$ cat config.mk
export PLATFORM = sky130hd
export DESIGN_NAME = i3es_queue
export DESIGN_NICKNAME = d
export VERILOG_FILES = /design/src/rtl/i3es_pkg.sv /design/src/rtl/i3es_queue.sv
export SDC_FILE = /design/constraint.sdc
export NUM_CORES = 1
export LEC_CHECK = 0
export ABC_AREA = 1
export BUFFER_PORTS_ARGS = -buffer_cell sky130_fd_sc_hd__buf_2
export CORE_MARGIN = 1
export CORE_UTILIZATION = 40
export CTS_CLUSTER_DIAMETER = 120
export DETAILED_ROUTE_END_ITERATION = 7
export PLACE_DENSITY = 0.63
export SETUP_SLACK_MARGIN = 0.05
export SLEW_MARGIN = 20
export SYNTH_ARGS = -nofsm -noshare
export SYNTH_HDL_FRONTEND = slang
export SYNTH_SLANG_ARGS = --single-unit
$ cat constraint.sdc
create_clock -name clk -period 13.47 [get_ports clk]
set_clock_uncertainty 0.2 [all_clocks]
set_input_delay 2.0205 -clock clk [delete_from_list [all_inputs] [get_ports clk]]
set_output_delay 2.0205 -clock clk [all_outputs]
set_load 0.005 [all_outputs]
$ cat src/rtl/i3es_pkg.sv
`timescale 1ns / 1ps
// shared types and constants of the 3x3 edge and sharpen filter
// no dependencies
package i3es_pkg;

    localparam int PIX_W       = 8;
    localparam int COUNT_W     = 11;
    localparam int MODE_W      = 2;
    localparam int CFG_INDEX_W = 2;
    localparam int MAX_HEIGHT  = 1024;
    localparam int QUEUE_DEPTH = 4;

    typedef logic [PIX_W-1:0]       pix_t;
    typedef logic [COUNT_W-1:0]     count_t;
    typedef logic [MODE_W-1:0]      mode_t;
    typedef logic [CFG_INDEX_W-1:0] cfg_index_t;

    localparam mode_t MODE_HALF_SUM  = 2'd0;
    localparam mode_t MODE_MAGNITUDE = 2'd1;
    localparam mode_t MODE_SHARPEN   = 2'd2;

    localparam cfg_index_t CFG_WIDTH  = 2'd0;
    localparam cfg_index_t CFG_HEIGHT = 2'd1;
    localparam cfg_index_t CFG_MODE   = 2'd2;

    localparam pix_t PIX_MAX = 8'd255;

    // border-masked neighbourhood, row then column, plus end-of-image mark
    typedef struct packed {
        pix_t [2:0][2:0] nb;
        logic            frame_end;
    } work_t;

endpackage

$ cat src/rtl/i3es_queue.sv
`timescale 1ns / 1ps
// small queue of masked neighbourhoods between front and back
// depends on i3es_pkg
module i3es_queue #(
    parameter int DEPTH = 4
) (
    input  logic            clk,
    input  logic            rst_n,
    input  logic            push_valid,
    output logic            push_ready,
    input  i3es_pkg::work_t push_data,
    output logic            pop_valid,
    input  logic            pop_ready,
    output i3es_pkg::work_t pop_data
);
    import i3es_pkg::*;

    localparam int PW = (DEPTH > 1) ? $clog2(DEPTH) : 1;
    localparam int CW = $clog2(DEPTH + 1);

    work_t          store [DEPTH];
    logic [PW-1:0]  wr_ptr_reg;
    logic [PW-1:0]  rd_ptr_reg;
    logic [CW-1:0]  count_reg;
    logic           do_push;
    logic           do_pop;

    assign push_ready = (count_reg != CW'(DEPTH));
    assign pop_valid  = (count_reg != '0);
    assign pop_data   = store[rd_ptr_reg];
    assign do_push    = push_valid && push_ready;
    assign do_pop     = pop_valid && pop_ready;

    always_ff @(posedge clk or negedge rst_n)
    begin
        if (!rst_n)
        begin
            wr_ptr_reg <= '0;
            rd_ptr_reg <= '0;
            count_reg  <= '0;
        end
        else
        begin
            if (do_push)
            begin
                wr_ptr_reg <= (wr_ptr_reg == PW'(DEPTH - 1)) ? '0 : wr_ptr_reg + PW'(1);
            end
            if (do_pop)
            begin
                rd_ptr_reg <= (rd_ptr_reg == PW'(DEPTH - 1)) ? '0 : rd_ptr_reg + PW'(1);
            end
            if (do_push && !do_pop)
            begin
                count_reg <= count_reg + CW'(1);
            end
            else if (do_pop && !do_push)
            begin
                count_reg <= count_reg - CW'(1);
            end
        end
    end

    always_ff @(posedge clk)
    begin
        if (do_push)
        begin
            store[wr_ptr_reg] <= push_data;
        end
    end

endmodule

# Yosys cells after proc, flatten, opt, wreduce, memory -nomap -nowiden
# Memory sizes are Yosys's and may differ from the RTL's.
# Index checks and enable logic that the tools add are counted.
# totals
n_memories	1
regBits	7
output_inout_bits	75
ramBits	292
# memory_table
name	words	word_bits	read_ports	rd_ports_with_merged_regs	write_ports	line_no	source
store	4	73	1	0	1	i3es_queue.sv:21	work_t store [DEPTH];
# op_classes
n_reduce_logical	8
mux	6
n_eq_ne	3
n_addsub	4
# op_table
cell	count
3-bit two-way mux	2
2-bit by 1-bit adder with 2-bit output, second input constant	2
2-bit equality test, second input constant	2
1-bit logical AND	4
2-bit two-way mux	2
3-bit by 1-bit adder with 3-bit output, second input constant	1
3-bit inequality test, second input constant	1
3-bit nonzero test	1
3-bit by 1-bit subtractor with 3-bit output, second input constant	1
1-bit zero test	2
1-bit two-way mux	2
2-bit nonzero test	1

# Logic depth before layout (Yosys ltp)
# depth
word_depth	6
mapped_depth	12
mapped_depth_nobuf	12

# Worst setup path before layout
# Ideal clock, no wire load.
# synth_timing
kind	input to register
from	input port push_valid
to	memory store[0][0] (netlist bit) (enable)
path_slack_ns	7.551
setup_ns	0.505
t_arrival_ns	5.214
path_stages	2
required_ns	12.765
path_cell_list	nand2_1 -> nor2_1
# synth_between
elab_chain_cells	3
# synth_rtl
item	line_no	source
start, declared	i3es_queue.sv:9	input logic push_valid,
1-bit logical AND	i3es_queue.sv:31	assign do_push = push_valid && push_ready;
1-bit two-way mux	i3es_queue.sv:65	if (do_push)
1-bit two-way mux (implied by the code)	i3es_queue.sv:67	store[wr_ptr_reg] <= push_data;
end, declared	i3es_queue.sv:21	
# No other way between the ends.

==> out/metrics.csv <==
metric;value;unit
status;finished clean;
syn avg cell area;13.37;um2
final number of setup-violating endpoints;0;
worst hold path type;reg2reg;
crit-path max FO;39;
pin count of the biggest net entering global routing;121;
kind of cell adding the most delay to the critical path;buffers and inverters;
max-cap viol count;0;
DP Area;13110;um2
Power Density;216.7;nW/um2
drt pass-1 iters;4;
Setup WS pre-CTS;8.737;ns
Final Non-Filler Cells;1479;
largest cells by area after synthesis;edfxtp_1 (72%), o211ai_1 (8.4%), nand2_1 (7.2%), inv_1 (4.9%), buf_6 (2.8%);
initial antenna violation count;4;
WL/cell;15.79;um
cells after synthesis;910;
crit path DAT;2.89;ns
CTS Hold Bufs;0;
Synth top area share;72.09;%
gr busiest metal;met2;
reg2reg start;count_reg[0]$_DFFE_PN0P_;
met2 usage;26.67;%
I/O pin count;152;
Area growth syn-to-layout;17.23;%
Worst Tran Pin Value;0.8845;ns
Synth Register Bits;299;
placed instance count;1415;
Syn. warnings;0;
worst hold slack;0.2883;ns
global route overflow;0;
CP Data Required Time;11.25;ns
DR DRC count;0;
Rows;63;
GP Congestion;0.7015;
post-synth net total;994;
die area;31110;um2
final hold viol count;0;
width of the die;176.4;um
Tot Pwr;3.090;mW
Clock Latency Late Sink;0.49;ns
total CTS buffers;34;
max FFs per register;292;
GRT Resource Usage Total;15.12;%
grt met1 use;17.40;%
initial drt markers;327;
CP max stage delay;0.63;ns
Buf/Inv on CP;4;
class of the most critical setup path;reg2out;
Slew headroom;41.03;%
RR Endpoint;store[3][36]$_DFFE_PP_;
# clock sinks;299;
via count;7004;
antenna-violating nets left;0;
CTS clk-pin slew, worst paths;0.05;ns
clk buf depth;3;
sequential element share of the synthesized area;73.53;%
starting density of the core;40.82;%
Most common cell on crit path;buf_4;
Max VDD drop;0.0001204;V
first-pass GRT wire length;36020;um
final instance area;14260;um2
CP Capture Type;primary output;
CTS tree;yes;
Netlist cell types;17;
WL final;23360;um
fin. max-slew vios;0;
r2r setup slk;10.68;ns
end of the critical path;pop_data[47];
Setup Fix Bufs, Post-CTS;0;
Crit path depth;6;
Vias/cell;4.736;
vias in the first global route;6850;
core area;29800;um2
post-CTS sizing;0;
layout cells sized above 1;21.09;%
crit path launch;rd_ptr_reg[1]$_DFFE_PN0P_;
PnR worst setup slack;8.357;ns
layout net count;1146;
Tcrit/Tclk final;37.96;%
post-layout util;47.85;%
IO buf count;151;
Root Driver;clkbuf_16;
top cell type by total area after synthesis;edfxtp_1;
slowest CP cell;inv_2;
CTS H-tree lvls;2;
Mapped Area;12160;um2
RSZ-0062 raised after global routing;false;
sequence of cells on the critical path;buf_4, inv_2, buf_4, o211ai_1, nand2_1, buf_2;
LEAKAGE;5.657;nW
die height;176.4;um
most frequent cells in the layout;edfxtp_1 (292), nand2_1 (234), inv_1 (159), buf_2 (151), o211ai_1 (136);
met3 GRT Util;4.350;%
Startpoint Class;flop;
detailed placement HPWL;13170;um
fmax;0.1956;GHz
commonest non-fill, non-tap cell in the layout;edfxtp_1;
reg2reg path depth;6;
setup total negative slack;0;ns
Final min period;5.113;ns
[layer usage]
metal | vias up | routed length, um
met3 | 43 | 1472
met2 | 162 | 11610
met5 | - | 11
met1 | 3321 | 9676
met4 | 2 | 583
li1 | 3476 | -
[cell type report]
class	instances	area (um2)
Clock inverter	20	172.7
Timing Repair Buffer	164	877.1
Multi-Input combinational cell	403	2227
Fill cell	2658	15540
Tap cell	390	488.0
Sequential cell	299	8949
Clock buffer	40	937.1
Antenna cell	3	7.507
Inverter	160	600.6
[worst min path at each step]
stage / from / end / slack (ns) / cells past startpoint
floorplan: count_reg[2]$_DFFE_PN0P_ / count_reg[2]$_DFFE_PN0P_ / 0.26 / 2
finish: count_reg[2]$_DFFE_PN0P_ / count_reg[2]$_DFFE_PN0P_ / 0.29 / 2
CTS: count_reg[2]$_DFFE_PN0P_ / count_reg[2]$_DFFE_PN0P_ / 0.29 / 2
detailed placement: count_reg[2]$_DFFE_PN0P_ / count_reg[2]$_DFFE_PN0P_ / 0.28 / 2
global route: count_reg[2]$_DFFE_PN0P_ / count_reg[2]$_DFFE_PN0P_ / 0.32 / 2
global placement: count_reg[2]$_DFFE_PN0P_ / count_reg[2]$_DFFE_PN0P_ / 0.28 / 2
[power breakdown]
part	switching [mW]	leakage [nW]	internal [mW]	total, mW
combinational	0.574	2.36	0.323	0.897
sequential	0.0754	2.76	1.22	1.30
clock	0.343	0.540	0.553	0.896
[cells in the mapped netlist]
cell,instances
buf_6,30
edfxtp_1,292
nand4_1,1
dfrtp_1,7
xnor2_1,1
o21ai_0,1
o211ai_1,136
inv_1,159
clkbuf_1,5
nor2_1,6
buf_2,13
o211ai_2,10
nand3_1,7
ha_1,6
nand2_1,234
inv_2,1
fa_1,1
[kinds of logic after synthesis]
| logic type | Yosys count | synth area share (%) |
|---|---|---|
| xor gates and xnor gates | 1 | 0.07202 |
| adders and majority gates | 7 | 0.7818 |
| buffers and inverters | 208 | 8.404 |
| AOI/OAI and AO/OA | 147 | 9.464 |
| DFF | 299 | 73.53 |
| and+or+nand+nor | 248 | 7.746 |
[worst reg2reg max path, delay by kind of cell, from the launching register on]
kind                   cells  cell delay [ns]
buffers and inverters      3             1.19
DFF                        1             0.41
and+or+nand+nor            3             0.59
No activity file was read; power rests on OpenSTA's default activity.
