$ cat src/rtl/i3es_pkg.sv
`timescale 1ns / 1ps
// shared types and constants of the 3x3 edge and sharpen filter
// no dependencies
package i3es_pkg;

    localparam int PIX_W       = 8;
    localparam int COUNT_W     = 11;
    localparam int MODE_W      = 2;
    localparam int CFG_INDEX_W = 2;
    localparam int MAX_HEIGHT  = 1024;
    localparam int QUEUE_DEPTH = 4;

    typedef logic [PIX_W-1:0]       pix_t;
    typedef logic [COUNT_W-1:0]     count_t;
    typedef logic [MODE_W-1:0]      mode_t;
    typedef logic [CFG_INDEX_W-1:0] cfg_index_t;

    localparam mode_t MODE_HALF_SUM  = 2'd0;
    localparam mode_t MODE_MAGNITUDE = 2'd1;
    localparam mode_t MODE_SHARPEN   = 2'd2;

    localparam cfg_index_t CFG_WIDTH  = 2'd0;
    localparam cfg_index_t CFG_HEIGHT = 2'd1;
    localparam cfg_index_t CFG_MODE   = 2'd2;

    localparam pix_t PIX_MAX = 8'd255;

    // border-masked neighbourhood, row then column, plus end-of-image mark
    typedef struct packed {
        pix_t [2:0][2:0] nb;
        logic            frame_end;
    } work_t;

endpackage

$ cat src/rtl/i3es_back.sv
`timescale 1ns / 1ps
// back end: sobel gradients, half sum, sharpen, bit-serial square root, clamp, output register
// depends on i3es_pkg
module i3es_back (
    input  logic            clk,
    input  logic            rst_n,
    input  i3es_pkg::mode_t filter_mode,
    input  logic            pop_valid,
    output logic            pop_ready,
    input  i3es_pkg::work_t pop_data,
    output logic            out_valid,
    input  logic            out_ready,
    output i3es_pkg::pix_t  out_pixel,
    output logic            out_last
);
    import i3es_pkg::*;

    localparam int ROOT_STEPS = PIX_W;
    localparam int SW         = $clog2(ROOT_STEPS);

    typedef enum logic [2:0] {
        ST_IDLE,
        ST_GRAD,
        ST_EVAL,
        ST_ROOT,
        ST_OUT
    } state_t;

    state_t              state_reg;
    work_t               work_reg;
    logic signed [10:0]  gx_reg;
    logic signed [10:0]  gy_reg;
    logic signed [11:0]  sharp_reg;
    logic [15:0]         rad_reg;
    logic [9:0]          rem_reg;
    logic [7:0]          root_reg;
    logic                over_reg;
    logic [SW-1:0]       step_reg;
    pix_t                res_reg;
    logic                out_valid_reg;
    pix_t                out_pixel_reg;
    logic                out_last_reg;

    logic [9:0]          top_sum;
    logic [9:0]          bot_sum;
    logic [9:0]          left_sum;
    logic [9:0]          right_sum;
    logic [9:0]          cross_sum;
    logic signed [10:0]  gx;
    logic signed [10:0]  gy;
    logic signed [11:0]  sharp;
    logic signed [11:0]  grad_sum;
    logic signed [11:0]  half;
    logic signed [21:0]  gx_sq;
    logic signed [21:0]  gy_sq;
    logic [21:0]         sq_full;
    logic [11:0]         cur;
    logic [11:0]         trial;
    logic                ge;
    logic [9:0]          rem_step;
    logic [7:0]          root_step;
    logic                out_load;

    function automatic pix_t clamp_byte(input logic signed [11:0] v);
        pix_t res;
        if (v < 0)
        begin
            res = '0;
        end
        else if (v > 12'sd255)
        begin
            res = PIX_MAX;
        end
        else
        begin
            res = v[7:0];
        end
        return res;
    endfunction

    always_comb
    begin
        top_sum   = {2'b0, work_reg.nb[0][0]} + {1'b0, work_reg.nb[0][1], 1'b0}
                  + {2'b0, work_reg.nb[0][2]};
        bot_sum   = {2'b0, work_reg.nb[2][0]} + {1'b0, work_reg.nb[2][1], 1'b0}
                  + {2'b0, work_reg.nb[2][2]};
        left_sum  = {2'b0, work_reg.nb[0][0]} + {1'b0, work_reg.nb[1][0], 1'b0}
                  + {2'b0, work_reg.nb[2][0]};
        right_sum = {2'b0, work_reg.nb[0][2]} + {1'b0, work_reg.nb[1][2], 1'b0}
                  + {2'b0, work_reg.nb[2][2]};
        cross_sum = {2'b0, work_reg.nb[0][1]} + {2'b0, work_reg.nb[1][0]}
                  + {2'b0, work_reg.nb[1][2]} + {2'b0, work_reg.nb[2][1]};
        gy    = $signed({1'b0, top_sum}) - $signed({1'b0, bot_sum});
        gx    = $signed({1'b0, left_sum}) - $signed({1'b0, right_sum});
        sharp = $signed({2'b0, work_reg.nb[1][1], 2'b0}) + $signed({4'b0, work_reg.nb[1][1]})
              - $signed({2'b0, cross_sum});

        // half sum, truncated toward zero
        grad_sum = $signed({gx_reg[10], gx_reg}) + $signed({gy_reg[10], gy_reg});
        half     = (grad_sum + $signed({11'b0, grad_sum[11]})) >>> 1;

        gx_sq   = gx_reg * gx_reg;
        gy_sq   = gy_reg * gy_reg;
        sq_full = $unsigned(gx_sq) + $unsigned(gy_sq);

        // one root digit per cycle
        cur       = {rem_reg, rad_reg[15:14]};
        trial     = {2'b0, root_reg, 2'b01};
        ge        = (cur >= trial);
        rem_step  = ge ? 10'(cur - trial) : cur[9:0];
        root_step = {root_reg[6:0], ge};
    end

    assign pop_ready = (state_reg == ST_IDLE);
    assign out_load  = (state_reg == ST_OUT) && (!out_valid_reg || out_ready);
    assign out_valid = out_valid_reg;
    assign out_pixel = out_pixel_reg;
    assign out_last  = out_last_reg;

    always_ff @(posedge clk or negedge rst_n)
    begin
        if (!rst_n)
        begin
            state_reg     <= ST_IDLE;
            work_reg      <= '0;
            gx_reg        <= '0;
            gy_reg        <= '0;
            sharp_reg     <= '0;
            rad_reg       <= '0;
            rem_reg       <= '0;
            root_reg      <= '0;
            over_reg      <= 1'b0;
            step_reg      <= '0;
            res_reg       <= '0;
            out_valid_reg <= 1'b0;
            out_pixel_reg <= '0;
            out_last_reg  <= 1'b0;
        end
        else
        begin
            if (out_load)
            begin
                out_valid_reg <= 1'b1;
                out_pixel_reg <= res_reg;
                out_last_reg  <= work_reg.frame_end;
            end
            else if (out_ready)
            begin
                out_valid_reg <= 1'b0;
            end
            case (state_reg)
                ST_IDLE:
                begin
                    if (pop_valid)
                    begin
                        work_reg  <= pop_data;
                        state_reg <= ST_GRAD;
                    end
                end
                ST_GRAD:
                begin
                    gx_reg    <= gx;
                    gy_reg    <= gy;
                    sharp_reg <= sharp;
                    state_reg <= ST_EVAL;
                end
                ST_EVAL:
                begin
                    case (filter_mode)
                        MODE_HALF_SUM:
                        begin
                            res_reg   <= clamp_byte(half);
                            state_reg <= ST_OUT;
                        end
                        MODE_MAGNITUDE:
                        begin
                            rad_reg   <= sq_full[15:0];
                            over_reg  <= |sq_full[21:16];
                            rem_reg   <= '0;
                            root_reg  <= '0;
                            step_reg  <= '0;
                            state_reg <= ST_ROOT;
                        end
                        MODE_SHARPEN:
                        begin
                            res_reg   <= clamp_byte(sharp_reg);
                            state_reg <= ST_OUT;
                        end
                        default:
                        begin
                            res_reg   <= '0;
                            state_reg <= ST_OUT;
                        end
                    endcase
                end
                ST_ROOT:
                begin
                    if (over_reg)
                    begin
                        res_reg   <= PIX_MAX;
                        state_reg <= ST_OUT;
                    end
                    else
                    begin
                        rem_reg  <= rem_step;
                        root_reg <= root_step;
                        rad_reg  <= {rad_reg[13:0], 2'b00};
                        step_reg <= step_reg + SW'(1);
                        if (step_reg == SW'(ROOT_STEPS - 1))
                        begin
                            res_reg   <= root_step;
                            state_reg <= ST_OUT;
                        end
                    end
                end
                ST_OUT:
                begin
                    if (out_load)
                    begin
                        state_reg <= ST_IDLE;
                    end
                end
                default:
                begin
                    state_reg <= ST_IDLE;
                end
            endcase
        end
    end

endmodule

$ cat config.mk
export PLATFORM = sky130hd
export DESIGN_NAME = i3es_back
export DESIGN_NICKNAME = d
export VERILOG_FILES = /design/src/rtl/i3es_pkg.sv /design/src/rtl/i3es_back.sv
export SDC_FILE = /design/constraint.sdc
export NUM_CORES = 1
export LEC_CHECK = 0
export BUFFER_PORTS_ARGS = -buffer_cell sky130_fd_sc_hd__buf_4
export CAP_MARGIN = 10
export CORE_ASPECT_RATIO = 1.25
export CORE_MARGIN = 5
export CORE_UTILIZATION = 45
export DETAILED_ROUTE_END_ITERATION = 8
export PLACE_DENSITY_LB_ADDON = 0.08
export SYNTH_ARGS = -nofsm -noshare
export SYNTH_HDL_FRONTEND = slang
export SYNTH_SLANG_ARGS = --single-unit
$ cat constraint.sdc
create_clock -name clk -period 7.6 [get_ports clk]
set_clock_uncertainty 0.05 [all_clocks]
set_input_delay 0.38 -clock clk [delete_from_list [all_inputs] [get_ports clk]]
set_output_delay 0.38 -clock clk [all_outputs]
set_load 0.01 [all_outputs]
Word-level counts from Yosys, hierarchy flattened
Cells that the tools add are included.
{ "classes": {"addsub": 20, "mul": 2, "magnitude_cmp": 5, "n_eq_ne": 13, "muxes": 29, "n_reduce_logical": 13} }
{ "op_table": {"columns": ["operator", "count"], "rows": [
  ["$mux W8", 8],
  ["$add A10 B8 Y10", 5],
  ["$mul A11 B11 Y22", 2],
  ["$add A8 B9 Y10", 4],
  ["$mux W16", 2],
  ["$pmux W16 S2", 1],
  ["$pmux W8 S2", 2],
  ["$mux W10", 3],
  ["$pmux W8 S3", 1],
  ["$add A22 B22 Y22", 1],
  ["$sub A10 B10 Y11", 2],
  ["$mux W3", 7],
  ["$pmux W10 S2", 1],
  ["$pmux W3 S5", 1],
  ["$add A11 B11 Y12", 1],
  ["$add A12 B2 Y12", 1],
  ["$ge A12 B10 Y1", 1],
  ["$gt A12 B9 Y1 const B", 1],
  ["$lt A12 B1 Y1 const B", 1],
  ["$sub A11 B10 Y12", 1],
  ["$add A10 B8 Y11", 1],
  ["$gt A11 B9 Y1 const B", 1],
  ["$lt A11 B1 Y1 const B", 1],
  ["$add A9 B8 Y10", 1],
  ["22 further kinds", 32]
]} }
{ "word_totals": {"regBits": 166, "in_bits": 79, "output_inout_bits": 11, "wordCells": 105} }

Longest topological paths before layout
{ "logic_depth": {"ltp_word": 7, "depth_mapped": 25, "ltp_nobuf": 24} }

Worst setup path after synthesis
No wires, ideal clock.
{ "synth_timing": {"kind": "register to register", "startpoint": "register gx_reg[1]", "endpoint": "register over_reg", "setup_time_ns": 0.126, "arrival_time_ns": 6.654, "required_time_ns": 7.424, "setup_slack_ns": 0.770, "stages_incl_launch_ff": 24, "period_less_slack_ns": 6.830, "cell_sequence": "dfrtp_1 > clkbuf_1 > nand2_1 > inv_1 > fa_1 > fa_1 > inv_1 > fa_1 > inv_1 > fa_1 > fa_1 > fa_1 > inv_1 > fa_1 > inv_1 > ha_1 > a211oi_1 > nor2_1 > a211oi_1 > o311ai_0 > a31oi_1 > nand4_1 > a311o_1 > o32a_1"} }
{ "synth_via": {"elab_chain_len": 3} }
{ "synth_lines": {"columns": ["item", "line", "source"], "rows": [
  ["start: declaration", "i3es_back.sv:31", "logic signed [10:0] gx_reg;"],
  ["start signal: assignment", "i3es_back.sv:162", "gx_reg <= gx;"],
  ["$mul A11 B11 Y22", "i3es_back.sv:102", "gx_sq = gx_reg * gx_reg;"],
  ["$add A22 B22 Y22", "i3es_back.sv:104", "sq_full = $unsigned(gx_sq) + $unsigned(gy_sq);"],
  ["$reduce_or A6 Y1", "i3es_back.sv:178", "over_reg <= |sq_full[21:16];"],
  ["end signal: assignment", "i3es_back.sv:178", null],
  ["end: declaration", "i3es_back.sv:37", "logic over_reg;"]
]} }
No other way between the ends.
A chain may end at the register's enable or synchronous reset.

Worst setup path after layout
{ "layout_timing": {"startpoint": "register gx_reg[5]", "endpoint": "register over_reg"} }
The elaborated chain is that of the path after synthesis.

==> run_results.csv <==
group,metric,value,unit
logic_synthesis,synth_edf_count,0,
worst_setup_path,critPathTopFamily,"adder cells",
worst_setup_path,r2r_slack,0.32,ns
logic_synthesis,synth_warnings,0,
cts,cts_inserted_buffers,17,
routing,drc,0,
logic_synthesis,syn_area_per_cell,9.93,um^2
worst_setup_path,reg2reg_from,"gx_reg[5]",
floorplan,die_area,0.0480,mm^2
worst_setup_path,crit_buf_inv,5,
global_route,grt_pass1_wl,76200,um
worst_setup_path,startpoint_type,"register",
logic_synthesis,synthCells,1979,
cts,clk_path_buf_depth,2,
cts,clockRootBuffer,"clkbuf_16",
worst_setup_path,worstPathRequired,7.90,ns
worst_setup_path,path_common_cell,"fa_1",
routing,antenna_left,0,
worst_setup_path,crit_cells,21,
global_route,grt_start_max_net_pins,95,
worst_setup_path,path_class,"register to register",
routing,vias,13353,
worst_setup_path,crit_slowest_cell,"dfrtp_1",
logic_synthesis,ys_seq_area_frac,0.211,
floorplan,die_y,244,um
min_path,hold_class,"primary input to register",
global_route,grt_overflow,0,
global_route,antenna_found_initial,1,
routing,first_iter_violations,431,
placed_design,port_buffers,89,
cts,path_clk_slew,0.08,ns
run_status,status,"completed",
routing,wl_per_cell,17.5,um
cells_and_area,final_common_cell,"inv_1",
timing,max-slew-margin-rel,0.290,
routing,dr.pass1.iters,5,
global_route,grt_usage,0.202,
timing,rsz0062_at_grt,"false",
floorplan,core-area,0.0432,mm^2
timing,drv_slew,0,
timing,setup_viol,0,
cells_and_area,drive_gt1_frac,0.108,
timing,post-route-period-util,0.958,
worst_setup_path,crit_end,"over_reg",
placed_design,dpl.hpwl,38100,um
worst_setup_path,path_cells,"nand2_1 > fa_1 > inv_1 > fa_1 > inv_1 > fa_1 > fa_1 > inv_1 > fa_1 > fa_1 > inv_1 > fa_1 > inv_1 > ha_1 > a21oi_1 > a32oi_1 > a41oi_1 > or3b_2 > nand4_1 > a311o_1 > o32a_1",
routing,routed_wl,46000,um
job,drv_cap,0,
worst_setup_path,crit_arrival,7.58,ns
cells_and_area,nets,2608,
timing,tns,0,ns
logic_synthesis,async_flop_share,1.00,
worst_setup_path,cp_max_fo,13,
worst_setup_path,r2r_end,"over_reg",
cts,clk_latency,0.47,ns
cells_and_area,largest_reg_flops,73,
cells_and_area,syn_to_final_growth,9.73,%
floorplan,die_x,197,um
floorplan,start_util,0.455,
worst_setup_path,slowest_delay,0.68,ns
logic_synthesis,synth_cell_types,77,
timing,fmax,137,MHz
logic_synthesis,syn-cell-area,0.0197,mm^2
min_path,hold_depth,3,
worst_setup_path,startpoint,"gx_reg[5]",
worst_setup_path,rr_worst_depth,21,
cts,tritoncts,"built",
logic_synthesis,synthesis.nets,2535,
timing,final-hold-violation-count,0,
logic_synthesis,synth_flop_cell,"dfrtp_1",
cells_and_area,layout_common_cells,"inv_1 (463), fa_1 (327), nand2_1 (183), dfrtp_1 (164), ha_1 (150)",
global_route,first_global_vias,14523,
timing,worst_pin_slew,1.07,ns
floorplan,io_pins,90,
timing,fin_crit,7.28,ns
cts,cts_num_sinks,166,
routing,via_per_inst,5.08,
floorplan,rows,85,
logic_synthesis,ys_seq_elements,166,
cts,htreeDepth,4,
worst_setup_path,cp-end-kind,"register",
placed_design,place_congestion,0.822,
final cells by class:
type / count / area [um^2]
flip-flops and latches: 166 / 4160
inverters: 463 / 1740
well taps: 565 / 707
fillers: 4135 / 21600
repair buffers: 112 / 847
clock buffers: 18 / 429
clock inverters: 14 / 148
diodes: 1 / 2.50
multi-input cells: 1292 / 13500
how the worst min path moves through the flow:
stage	startpoint	endpoint	slack [ns]
2_1_floorplan	rst_n	gx_reg[0]	0.03
3_3_place_gp	sharp_reg[1]	sharp_reg[1]	0.41
3_5_place_dp	sharp_reg[1]	sharp_reg[1]	0.41
4_1_cts	pop_data[48]	work_reg[48]	0.03
5_1_grt	pop_data[38]	work_reg[38]	0.07
6_report	pop_data[48]	work_reg[48]	0.08
cells in the mapped netlist, types with 3 or more instances:
master,n,share of area
buf_2,4,0.0010
or3_1,6,0.0019
ha_1,150,0.095
a21o_1,15,0.0057
dfrtp_1,166,0.21
nor3b_1,3,0.0011
and2_1,50,0.016
fa_1,327,0.33
o21ai_0,93,0.024
nor3_1,19,0.0048
nor2b_1,30,0.0095
xor2_1,24,0.011
clkbuf_1,52,0.0099
nand3_1,14,0.0036
xnor2_1,46,0.020
a22o_1,5,0.0022
and3_1,6,0.0019
nor2_1,57,0.011
a21oi_1,49,0.012
o21a_1,9,0.0034
o41ai_1,4,0.0018
o211ai_1,7,0.0027
a31oi_1,18,0.0057
inv_1,463,0.088
a211oi_1,8,0.0031
o31ai_1,13,0.0050
a41oi_1,3,0.0013
nand2_1,183,0.035
mux2i_1,11,0.0056
o22ai_1,9,0.0029
a21boi_0,3,0.0011
o32ai_1,3,0.0013
mux2_2,61,0.035
o311ai_0,4,0.0018
nor4_1,5,0.0016
nand2b_1,7,0.0022
o21bai_1,5,0.0019
cells by family after synthesis:
logic type	count (synthesis)	synth area share
multiplexers	72	0.0406
AND/OR/NAND/NOR	398	0.0964
AO/OA/AOI/OAI	274	0.0907
adder cells (fa/ha/maj)	477	0.429
flip-flops	166	0.211
buffers and inverters	521	0.100
XOR/XNOR	71	0.0323
stage by stage:
step | hold WS, ns | area, um^2 | instances | setup WS [ns] | util
4_1_cts | 0.0342 | 21600 | 2630 | 0.219 | 0.499
3_5_place_dp | 0.411 | 21000 | 2597 | 0.227 | 0.486
5_1_grt | 0.0739 | 21600 | 2631 | 0.0196 | 0.500
3_3_place_gp | 0.405 | 21000 | 2597 | 0.381 | 0.486
2_1_floorplan | 0.0344 | 19700 | 1979 | 0.770 | -
6_report | 0.0758 | 21600 | 2631 | 0.318 | 0.500
layer usage:
metal,vias to the layer above,part of all wire,GRT usage
li1,6337,-,-
met1,6799,0.40,0.245
met2,162,0.55,0.373
met3,55,0.022,0.0245
met4,0,0.026,0.0645
met5,-,0,0
timing repair:
item | in CTS | in global routing
endpoints found under the hold margin | 78 | 0
resized for setup | 0 | 2
hold buffers | 1 | 0
setup buffers | 0 | 0
endpoints found under the setup margin | 0 | 1
worst register-to-register path, cell delays in order (launching register included):
cell	delay, ns
dfrtp_1	0.68
nand2_1	0.19
fa_1	0.56
inv_1	0.06
fa_1	0.50
inv_1	0.05
fa_1	0.51
fa_1	0.52
inv_1	0.06
fa_1	0.49
fa_1	0.49
inv_1	0.05
fa_1	0.47
inv_1	0.04
ha_1	0.32
a21oi_1	0.38
a32oi_1	0.27
a41oi_1	0.53
or3b_2	0.22
nand4_1	0.10
a311o_1	0.33
o32a_1	0.29
Power is left out: the tool's default activity adds up to more than one toggle a clock period on the data nets, which glitch-free logic cannot reach.
